[src/dispersal_neighbor_cell_select_unit_assert.svh]
// Assertion macros for the dispersal neighbor cell select unit.
`ifndef DISPERSAL_NEIGHBOR_CELL_SELECT_UNIT_ASSERT_SVH
`define DISPERSAL_NEIGHBOR_CELL_SELECT_UNIT_ASSERT_SVH
`ifndef NO_ASSERTIONS
`define DNCS_ASSERT(label, ante, cons) label: assert property (@(posedge clk) disable iff (rst) \
  (ante) |-> (cons)) else $error("dncs assertion failed");
`define DNCS_ASSERT_NEXT(label, ante, cons) label: assert property (@(posedge clk) \
  disable iff (rst) (ante) |=> (cons)) else $error("dncs assertion failed");
`else
`define DNCS_ASSERT(label, ante, cons)
`define DNCS_ASSERT_NEXT(label, ante, cons)
`endif
`endif

[src/dncs_pkg.sv]
package dncs_pkg;
  localparam int unsigned MaxGrid  = 256;
  localparam int unsigned MaxReach = 15;

  localparam logic [1:0] REG_GRID_SIDE  = 2'd0;
  localparam logic [1:0] REG_REACH      = 2'd1;
  localparam logic [1:0] REG_WRAP_EDGES = 2'd2;

  typedef struct packed {
    logic [8:0] side;
    logic [3:0] reach;
    logic       wrap;
  } cfg_t;
endpackage

[src/dncs_coord.sv]
module dncs_coord
  import dncs_pkg::*;
(
  input  cfg_t       cfg,
  input  logic [7:0] pos,
  input  logic [4:0] ofs,
  input  logic [3:0] lo,
  output logic [7:0] dst
);
  logic [14:0] u;
  logic [14:0] step;
  logic [9:0]  lin;

  always_comb begin
    lin = {2'b0, pos} + {5'b0, ofs} - {6'b0, lo};
    u = {7'b0, pos} + {10'b0, ofs} + {2'b0, cfg.side, 4'b0} - {11'b0, cfg.reach};
    for (int k = 5; k >= 0; k--) begin
      step = {6'b0, cfg.side} << k;
      if (u >= step) begin
        u = u - step;
      end
    end
    if (cfg.wrap) begin
      dst = u[7:0];
    end else begin
      dst = lin[7:0];
    end
  end
endmodule

[src/dispersal_neighbor_cell_select_unit.sv]
// Dispersal neighbor cell select unit.
// Input stream s_axis: one item holds a source cell and a 32-bit random
// fraction. Output stream m_axis: one item holds the chosen target cell,
// taken uniformly among the other cells of the square window of reach R
// around the source (wrapped or clipped at the grid edges).
// Configuration goes through the write port cfg_we/cfg_addr/cfg_wdata:
// REG_GRID_SIDE grid side, REG_REACH reach, REG_WRAP_EDGES edge wrapping. Write only while idle.
// The block is a five stage pipeline: window extents, fraction multiply,
// index wrap, row/column divide, coordinate resolve into the output register.
// One item can be accepted every cycle while the output is not stalled. When
// the output register holds an item and m_tready is low, the whole pipeline
// holds and s_tready drops with it.
// Reset clears all valid bits and loads side 16, reach 1 and wrapping edges.
module dispersal_neighbor_cell_select_unit
  import dncs_pkg::*;
(
  input  logic        clk,
  input  logic        rst,
  input  logic        cfg_we,
  input  logic [1:0]  cfg_addr,
  input  logic [8:0]  cfg_wdata,
  input  logic        s_tvalid,
  output logic        s_tready,
  input  logic [47:0] s_tdata,  // src_row[7:0], src_col[15:8], rand_frac[47:16]
  output logic        m_tvalid,
  input  logic        m_tready,
  output logic [15:0] m_tdata   // dst_row[7:0], dst_col[15:8]
);
  `include "dispersal_neighbor_cell_select_unit_assert.svh"

  logic [8:0] grid_side;
  logic [3:0] reach;
  logic       wrap_edges;
  cfg_t       cfg;
  logic       en;

  always_ff @(posedge clk) begin
    if (rst) begin
      grid_side  <= 9'd16;
      reach      <= 4'd1;
      wrap_edges <= 1'b1;
    end else if (cfg_we) begin
      unique case (cfg_addr)
        REG_GRID_SIDE:  grid_side  <= cfg_wdata;
        REG_REACH:      reach      <= cfg_wdata[3:0];
        REG_WRAP_EDGES: wrap_edges <= cfg_wdata[0];
        default: ;
      endcase
    end
  end

  always_comb begin
    cfg.wrap  = wrap_edges;
    cfg.reach = (reach > 4'(MaxReach)) ? 4'(MaxReach) : reach;
    if (grid_side == 9'd0) begin
      cfg.side = 9'd1;
    end else if (grid_side > 9'(MaxGrid)) begin
      cfg.side = 9'(MaxGrid);
    end else begin
      cfg.side = grid_side;
    end
  end

  logic v1, v2, v3, v4, v5;
  assign en       = !v5 || m_tready;
  assign s_tready = en;

  // Stage 1: clamp and window extents.
  logic [7:0]  x_c, y_c;
  logic [8:0]  hx_full, hy_full;
  logic [3:0]  lox_c, loy_c, hix_c, hiy_c;
  logic [4:0]  xr_c, yr_c;
  logic [9:0]  cnt_c, base_c;
  logic [7:0]  x1, y1;
  logic [3:0]  lox1, loy1;
  logic [4:0]  xr1, yr1;
  logic [9:0]  cnt1, base1;
  logic [31:0] f1;

  always_comb begin
    x_c = ({1'b0, s_tdata[7:0]} >= cfg.side) ? 8'(cfg.side - 9'd1) : s_tdata[7:0];
    y_c = ({1'b0, s_tdata[15:8]} >= cfg.side) ? 8'(cfg.side - 9'd1) : s_tdata[15:8];
    hx_full = cfg.side - 9'd1 - {1'b0, x_c};
    hy_full = cfg.side - 9'd1 - {1'b0, y_c};
    if (cfg.wrap) begin
      lox_c = cfg.reach;
      loy_c = cfg.reach;
      hix_c = cfg.reach;
      hiy_c = cfg.reach;
    end else begin
      lox_c = (x_c < {4'b0, cfg.reach}) ? x_c[3:0] : cfg.reach;
      loy_c = (y_c < {4'b0, cfg.reach}) ? y_c[3:0] : cfg.reach;
      hix_c = (hx_full < {5'b0, cfg.reach}) ? hx_full[3:0] : cfg.reach;
      hiy_c = (hy_full < {5'b0, cfg.reach}) ? hy_full[3:0] : cfg.reach;
    end
    xr_c   = {1'b0, lox_c} + {1'b0, hix_c} + 5'd1;
    yr_c   = {1'b0, loy_c} + {1'b0, hiy_c} + 5'd1;
    cnt_c  = {5'b0, xr_c} * {5'b0, yr_c};
    base_c = {5'b0, yr_c} * {6'b0, lox_c} + {6'b0, loy_c} + 10'd1;
  end

  // Stage 2: pick index from the fraction.
  logic [41:0] prod_c;
  logic [9:0]  p2, cnt2, base2;
  logic [7:0]  x2, y2;
  logic [3:0]  lox2, loy2;
  logic [4:0]  xr2, yr2;
  assign prod_c = {32'b0, cnt1 - 10'd1} * {10'b0, f1};

  // Stage 3: wrap the cell index into the window.
  logic [10:0] sum_c;
  logic [9:0]  s_c, s3, cnt3;
  logic [7:0]  x3, y3;
  logic [3:0]  lox3, loy3;
  logic [4:0]  xr3, yr3;
  always_comb begin
    sum_c = {1'b0, base2} + {1'b0, p2};
    s_c   = (sum_c >= {1'b0, cnt2}) ? 10'(sum_c - {1'b0, cnt2}) : sum_c[9:0];
  end

  // Stage 4: split the index into row and column offsets.
  logic [9:0]  rem_c, dsub;
  logic [4:0]  q_c;
  logic [4:0]  q4, r4, xr4, yr4;
  logic [7:0]  x4, y4;
  logic [3:0]  lox4, loy4;
  always_comb begin
    rem_c = s3;
    q_c   = 5'd0;
    for (int i = 4; i >= 0; i--) begin
      dsub = {5'b0, yr3} << i;
      if (rem_c >= dsub) begin
        rem_c = rem_c - dsub;
        q_c[i] = 1'b1;
      end
    end
  end

  // Stage 5: resolve coordinates into the output register.
  logic [7:0] row_c, col_c;
  logic [7:0] dst_row, dst_col;
  dncs_coord u_row (.cfg(cfg), .pos(x4), .ofs(q4), .lo(lox4), .dst(row_c));
  dncs_coord u_col (.cfg(cfg), .pos(y4), .ofs(r4), .lo(loy4), .dst(col_c));

  always_ff @(posedge clk) begin
    if (rst) begin
      v1 <= 1'b0;
      v2 <= 1'b0;
      v3 <= 1'b0;
      v4 <= 1'b0;
      v5 <= 1'b0;
    end else if (en) begin
      v1 <= s_tvalid;
      v2 <= v1;
      v3 <= v2;
      v4 <= v3;
      v5 <= v4;
    end
  end

  always_ff @(posedge clk) begin
    if (en) begin
      x1 <= x_c; y1 <= y_c; lox1 <= lox_c; loy1 <= loy_c;
      xr1 <= xr_c; yr1 <= yr_c; cnt1 <= cnt_c; base1 <= base_c;
      f1 <= s_tdata[47:16];

      p2 <= prod_c[41:32]; cnt2 <= cnt1; base2 <= base1;
      x2 <= x1; y2 <= y1; lox2 <= lox1; loy2 <= loy1; xr2 <= xr1; yr2 <= yr1;

      s3 <= s_c; cnt3 <= cnt2;
      x3 <= x2; y3 <= y2; lox3 <= lox2; loy3 <= loy2; xr3 <= xr2; yr3 <= yr2;

      q4 <= q_c; r4 <= rem_c[4:0]; xr4 <= xr3; yr4 <= yr3;
      x4 <= x3; y4 <= y3; lox4 <= lox3; loy4 <= loy3;

      dst_row <= row_c;
      dst_col <= col_c;
    end
  end

  assign m_tvalid = v5;
  assign m_tdata  = {dst_col, dst_row};

  `DNCS_ASSERT(a_base_in_window, v1, base1 <= cnt1)
  `DNCS_ASSERT(a_index_wrapped, v3, s3 < cnt3)
  `DNCS_ASSERT(a_offsets_in_window, v4, (q4 < xr4) && (r4 < yr4))
  `DNCS_ASSERT_NEXT(a_stall_holds, v4 && !en, v4 && $stable(q4) && $stable(r4))
endmodule

[config.mk]
export PLATFORM = sky130hd
export DESIGN_NAME = dispersal_neighbor_cell_select_unit
export DESIGN_NICKNAME = d
export VERILOG_FILES = /design/src/dncs_pkg.sv /design/src/dncs_coord.sv /design/src/dispersal_neighbor_cell_select_unit.sv
export VERILOG_INCLUDE_DIRS = /design/src /design/src/src
export SDC_FILE = /design/constraint.sdc
export NUM_CORES = 2
export LEC_CHECK = 0
export BUFFER_PORTS_ARGS = -buffer_cell sky130_fd_sc_hd__buf_2
export CAP_MARGIN = 20
export CORE_MARGIN = 2
export CORE_UTILIZATION = 30
export DETAILED_ROUTE_END_ITERATION = 10
export SYNTH_ARGS = -nofsm -noshare
export SYNTH_HDL_FRONTEND = slang
export SYNTH_SLANG_ARGS = --single-unit
[constraint.sdc]
create_clock -name clk -period 56.2 [get_ports clk]
set_input_delay 2.81 -clock clk [delete_from_list [all_inputs] [get_ports clk]]
set_output_delay 2.81 -clock clk [all_outputs]
set_load 0.01 [all_outputs]
## After elaboration in Yosys (flattened, before gate mapping)

Index checks and enable logic that the tools add are counted.

- Register bits after elaboration: 248
- Bits of input ports: 64
- Output and inout bits: 18
- Word-level logic and storage cells: 153

- Add/sub/neg operators: 39
- Multiply operators: 3
- $lt $le $gt $ge: 26
- Eq/ne operators: 2
- Muxes and demuxes: 38
- Reductions and logical operators: 7

Operator list:

| cell | count |
|---|---|
| $mux 15 | 10 |
| $mux 10 | 5 |
| $mux 8 | 6 |
| $mul 10x32->42 | 1 |
| $mux 4 | 9 |
| $ge 15x10->1 | 2 |
| $ge 15x11->1 | 2 |
| $ge 15x12->1 | 2 |
| $ge 15x13->1 | 2 |
| $ge 15x14->1 | 2 |
| $ge 15x9->1 | 2 |
| $sub 15x10->15 | 2 |
| $sub 15x11->15 | 2 |
| $sub 15x12->15 | 2 |
| $sub 15x13->15 | 2 |
| $sub 15x14->15 | 2 |
| $sub 15x4->15 | 2 |
| $add 9x13->14 | 2 |
| $add 8x5->9 | 2 |
| $ge 8x9->1 | 2 |
| $lt 9x4->1 | 2 |
| $mux 9 | 2 |
| $sub 9x8->9 | 2 |
| $add 8x5->8 | 2 |
| other kinds (35) | 46 |

## Longest topological paths before layout

- Depth after elaboration: 18
- Depth in mapped cells: 104
- Mapped depth without buffers: 94

## Cells and area by module

From an unflattened synthesis, not the netlist that was laid out.

- Cells, all modules: 3479
- Area, all modules: 33058.0 um^2

By module, submodules not included:

| module | instances | cells each | area each (um^2) | seq. area each (um^2) |
|---|---|---|---|---|
| dispersal_neighbor_cell_select_unit | 1 | 2127 | 22963.3 | 7257.0 |
| dncs_coord at u_col | 1 | 690 | 5152.4 | 0.0 |
| dncs_coord at u_row | 1 | 662 | 4942.2 | 0.0 |

## Least setup slack after synthesis

No wires, ideal clock.

- Path kind: register to register
- From: register grid_side[8]
- To: register dst_row[1] (data pin)
- Library setup time: 0.174 ns
- Arrival time: 20.062 ns
- Required time: 56.026 ns
- Setup slack: 35.964 ns
- Stages on the path, launching flop included: 99
- Buffers on the path: 10
- Clock period less this slack: 20.236 ns
- Cell sequence: dfxtp_1 > inv_1 > clkbuf_1 > nand2_1 > inv_1 > ha_1 > ha_1 > clkbuf_1 > o21ai_0 > a21oi_1 > or3_1 > a2111oi_2 > and2_1 > nand3_1 > xor2_1 > ha_1 > nand4_1 > or4_1 > [... 63 more ...] > buf_2 > a21oi_1 > ha_1 > nor2b_1 > o21ai_0 > a21oi_1 > o21ai_0 > a21oi_1 > o21ai_0 > a21oi_1 > or3_1 > a21oi_1 > o211ai_1 > a211oi_1 > and2_1 > buf_1 > o21ai_0 > a311oi_1

- Cells in the longest elaborated chain, start to end: 18
- Elaborated cells between the ends (all ways): 25
- Classes of those cells: add/sub (8); order compare (7); mux (9); reduce/logical (1)

RTL lines:

| element | RTL line | source |
|---|---|---|
| start, declared | dispersal_neighbor_cell_select_unit.sv:31 | `logic [8:0] grid_side;` |
| start signal, assigned | dispersal_neighbor_cell_select_unit.sv:44 | `REG_GRID_SIDE: grid_side <= cfg_wdata;` |
| $gt 9x9->1 | dispersal_neighbor_cell_select_unit.sv:57 | `end else if (grid_side > 9'(MaxGrid)) begin` |
| $mux 9 | dispersal_neighbor_cell_select_unit.sv:57 |  |
| $mux 9 * | dispersal_neighbor_cell_select_unit.sv:55 | `if (grid_side == 9'd0) begin` |
| $add 9x13->14 | dncs_coord.sv:16 | `u = {7'b0, pos} + {10'b0, ofs} + {2'b0, cfg.side, 4'b0} - {11'b0, cfg.reach};` |
| $sub 15x4->15 | dncs_coord.sv:16 |  |
| $sub 15x14->15 or $ge 15x14->1 (tied branches) | dncs_coord.sv:20, dncs_coord.sv:19 |  |
| $mux 15 | dncs_coord.sv:19 | `if (u >= step) begin` |
| $sub 15x13->15 or $ge 15x13->1 (tied branches) | dncs_coord.sv:20, dncs_coord.sv:19 |  |
| [... 3 more ...] | - |  |
| $sub 15x11->15 or $ge 15x11->1 (tied branches) | dncs_coord.sv:20, dncs_coord.sv:19 |  |
| $mux 15 | dncs_coord.sv:19 |  |
| $sub 15x10->15 or $ge 15x10->1 (tied branches) | dncs_coord.sv:20, dncs_coord.sv:19 |  |
| $mux 15 | dncs_coord.sv:19 |  |
| $ge 15x9->1 or $sub 8x8->8 (tied branches) | dncs_coord.sv:19, dncs_coord.sv:20 |  |
| $mux 8 * | dncs_coord.sv:19 |  |
| $mux 8 * | dncs_coord.sv:23 | `if (cfg.wrap) begin` |
| via row_c[1] | dispersal_neighbor_cell_select_unit.sv:140 | `logic [7:0] row_c, col_c;` |
| end signal, assigned | dispersal_neighbor_cell_select_unit.sv:176 | `dst_row <= row_c;` |
| end, declared | dispersal_neighbor_cell_select_unit.sv:141 | `logic [7:0] dst_row, dst_col;` |

Mark *: on every way through the listed nets, which the timed path passes. The rest lies on a longest branch.
A chain may end at the register's enable or synchronous reset.

## Worst setup path after layout

Ends and elaborated chain as after synthesis.

==> run summary <==
The full die area came out at 110000 µm². Counting every net in the synthesized netlist gives 4128. The DRC violation total after the first TritonRoute iteration is 1556. The worst setup path is launched from a flop. The leading cell type by number of instances after synthesis is sky130_fd_sc_hd__inv_1. The total clock sinks is 248.

The max-slew violation count is 0. The initial antenna violation count came out at 6. The number of global-route vias before repair came out at 24300. The worst-case clock buffer depth came out at 3. In the final design database the tool counted 4176 nets. The die height came out at 331 µm. In the synthesized netlist the dominant register cell turns out to be sky130_fd_sc_hd__edfxtp_1. The cell count after synthesis came out at 3396. The average via count per standard cell is 4.98. The cts-stage hold buffer count is 0. CTS placed an instance of sky130_fd_sc_hd__clkbuf_16 at the clock tree root.

The maximum achievable frequency came out at 45.2 MHz. After layout, the minimum clock period comes to 22.12 ns. STA classifies the critical path endpoint as a flop. The number of synthesized flops with an enable pin came out at 229.

The critical path is of the flop to flop type. The share of cells above drive strength 1 came out at 7.70%. The synthesized cell area came out at 32200 µm². The area growth from synthesis to layout is 9.57%. The last weighted congestion value of the routability-driven placer came out at 0.922. After synthesis, flip-flops and latches occupy 22.6% of the total area. The CTS buffer count came out at 30. By count the netlist is led by 436 x sky130_fd_sc_hd__inv_1, 375 x sky130_fd_sc_hd__ha_1, 300 x sky130_fd_sc_hd__nand2_1. Once detail routing completed, the nets flagged for antenna violations numbered 0. The post-cts repair resize count is 0. The top cell type by total area after synthesis is sky130_fd_sc_hd__edfxtp_1. Setup violations remaining at the end of the flow were counted as 0. Between clock sinks in the finished design, the worst skew comes to 0.0344 ns. The aggregate negative setup slack came out at 0 ns.

TritonCTS built the clock tree. Clock-pin slew was measured on the worst setup and hold paths at 0.07 ns. The clock latency of the later-clocked register in the worst-skew pair is 0.61 ns. The detailed placer's ending HPWL is 64.9 mm. The number of maximum-capacitance constraint violations is 0. The first detailed-routing pass ran for 5 iterations. The core box area came out at 107000 µm². The die outline width is 331 µm. Entering global routing, the biggest net connects 79 pins. The initial core utilization came out at 30.1%. The portion of synthesized cell area occupied by the leading cell type came out at 21.4%. The flip-flop and latch count after synthesis came out at 248.

The remaining global-route overflow came out at 0. The cell that appears most often on the critical path is sky130_fd_sc_hd__o21ai_0. After detailed routing, the number of remaining DRC violations is 0.

The largest individual stage delay along the critical path comes from the cell sky130_fd_sc_hd__a2111oi_2. The number of warnings issued by yosys is 0. The relative slew slack came out at 36.4%. Setup repair after global routing left no endpoint under its margin. The min-delay analysis places its worst path in the category flop to flop. The worst setup slack for register-to-register paths came out at 34.08 ns. In this run the tool buffered the top-level ports with 81 buffer cells. CTS built an H-tree with a depth of 1.

The final hold violation count came out at 0. The average detailed-routed wire length per instance came out at 17.1 µm. The number of placed I/O pins is 82. The count of standard-cell rows came out at 120. The share of the clock period used by the worst path after layout is 39.4%.

The transition time at the pin with the least slew margin came out at 0.954 ns. Sorting the synthesized cells by area gives the leading types as sky130_fd_sc_hd__edfxtp_1 21%, sky130_fd_sc_hd__fa_1 18%, sky130_fd_sc_hd__ha_1 15%. The run finished with clean final reports.

After synthesis, the share of flip-flops with an asynchronous set or reset is 0%. Buffers added to address setup during post-CTS repair amount to 0. Summing over every cut layer, the via total after detailed routing is 24200. The distinct cell type count after synthesis came out at 100. The highest fanout seen on the critical path came out at 24. The routed design has 83.1 mm of wire. The largest single stage delay on the critical path is 0.63 ns. The data arrival time of the critical path is 22.51 ns. The average cell area after synthesis came out at 9.47 µm². The first global-routing pass estimated 133 mm of wire. The endpoint required time on the critical path came out at 56.60 ns. The global routing usage summed across all routing layers came out at 15.0%.
[per-stage QoR]
step | utilization, % | worst slack, ns | hold WS, ns | area (µm²) | cells
4_1_cts | 33.0 | 34.45 | 0.410 | 35200 | 4869
2_1_floorplan | - | 35.96 | 0.400 | 32200 | 3396
5_1_grt | 33.0 | 31.97 | 0.423 | 35200 | 4871
3_5_place_dp | 32.1 | 34.58 | 0.405 | 34200 | 4814
3_3_place_gp | 32.1 | 35.00 | 0.400 | 34200 | 4814
6_report | 33.0 | 34.08 | 0.405 | 35200 | 4871
[sequential cells by signal, summed over array words and instances, names as in the netlist, 9 cells and up]
register,flops
f1,32
cnt1,10
grid_side,9
s3,10
base1,10
base2,10
cnt2,10
p2,10
[final timing paths]
check,start,end,depth (start not counted)
max,grid_side[8],dst_row[1],88
min,y3[5],y4[5],0
max reg2reg,grid_side[8],dst_row[1],88
min reg2reg,y3[5],y4[5],0
[worst max-delay path, delay by kind of cell (launching register included)]
family	cells	cell delay (ns)
xor gates and xnor gates	1	0.18
and+or+nand+nor	33	7.46
AOI/OAI and AO/OA	39	8.87
DFF	1	0.62
muxes	3	1.24
adders and majority gates	8	2.99
buffers and inverters	4	0.53
[per-layer routing]
layer | track usage, % | share of wire, % | vias to the layer above
li1 | - | - | 11700
met1 | 20.0 | 45 | 11700
met2 | 25.6 | 47 | 640
met3 | 1.75 | 5.3 | 119
met4 | 4.00 | 3.0 | 6
met5 | 0 | 0.057 | -
[area by class of cell]
type | instances | area [µm²]
Clock buffer | 33 | 783
Antenna cell | 1 | 2.50
Fill cell | 11000 | 71500
Clock inverter | 22 | 221
Sequential cell | 248 | 7260
Tap cell | 1403 | 1760
Inverter | 438 | 1640
Multi-Input combinational cell | 2615 | 23000
Timing Repair Buffer | 111 | 631
[cell usage in the layout (no fill, tap or decap), types with 7 or more instances in the layout]
master / count
sky130_fd_sc_hd__o21a_1: 30
sky130_fd_sc_hd__xor2_2: 7
sky130_fd_sc_hd__or3_1: 13
sky130_fd_sc_hd__inv_1: 436
sky130_fd_sc_hd__o31a_1: 7
sky130_fd_sc_hd__a21boi_0: 14
sky130_fd_sc_hd__edfxtp_1: 229
sky130_fd_sc_hd__nor2_1: 163
sky130_fd_sc_hd__a2111oi_0: 8
sky130_fd_sc_hd__mux2i_1: 62
sky130_fd_sc_hd__and2_1: 47
sky130_fd_sc_hd__o211ai_1: 20
sky130_fd_sc_hd__a21o_1: 96
sky130_fd_sc_hd__fa_1: 293
sky130_fd_sc_hd__mux2_2: 53
sky130_fd_sc_hd__and3_1: 12
sky130_fd_sc_hd__nand4_1: 30
sky130_fd_sc_hd__a21oi_1: 184
sky130_fd_sc_hd__nand3_1: 41
sky130_fd_sc_hd__buf_2: 81
sky130_fd_sc_hd__nor4_1: 14
sky130_fd_sc_hd__o31ai_1: 15
sky130_fd_sc_hd__o2111ai_1: 7
sky130_fd_sc_hd__nand2b_1: 83
sky130_fd_sc_hd__xnor2_1: 127
sky130_fd_sc_hd__clkbuf_16: 31
sky130_fd_sc_hd__o21ai_0: 121
sky130_fd_sc_hd__a211o_1: 10
sky130_fd_sc_hd__o21ai_1: 10
sky130_fd_sc_hd__ha_1: 375
sky130_fd_sc_hd__a31oi_1: 16
sky130_fd_sc_hd__a211oi_1: 17
sky130_fd_sc_hd__xor2_1: 59
sky130_fd_sc_hd__nor3_1: 45
sky130_fd_sc_hd__o21bai_1: 28
sky130_fd_sc_hd__or2_2: 11
sky130_fd_sc_hd__nand2_1: 300
sky130_fd_sc_hd__dfxtp_1: 19
sky130_fd_sc_hd__buf_4: 29
sky130_fd_sc_hd__nor2b_1: 171
[cells by family (layout without fill, tap and decap cells)]
group	after synthesis	after routing	share of synthesized area (%)
AND/OR/NAND/NOR	973	973	15.3
adder cells (fa/ha/maj)	668	668	32.8
AO/OA/AOI/OAI	661	661	13.7
buffers and inverters	533	604	6.31
flip-flops	248	248	22.6
XOR/XNOR	195	195	5.36
multiplexers	118	118	3.90
other	0	1	0
Power is not shown: default switching activity piles up to over one toggle a cycle in this logic, so the estimate is an artifact.
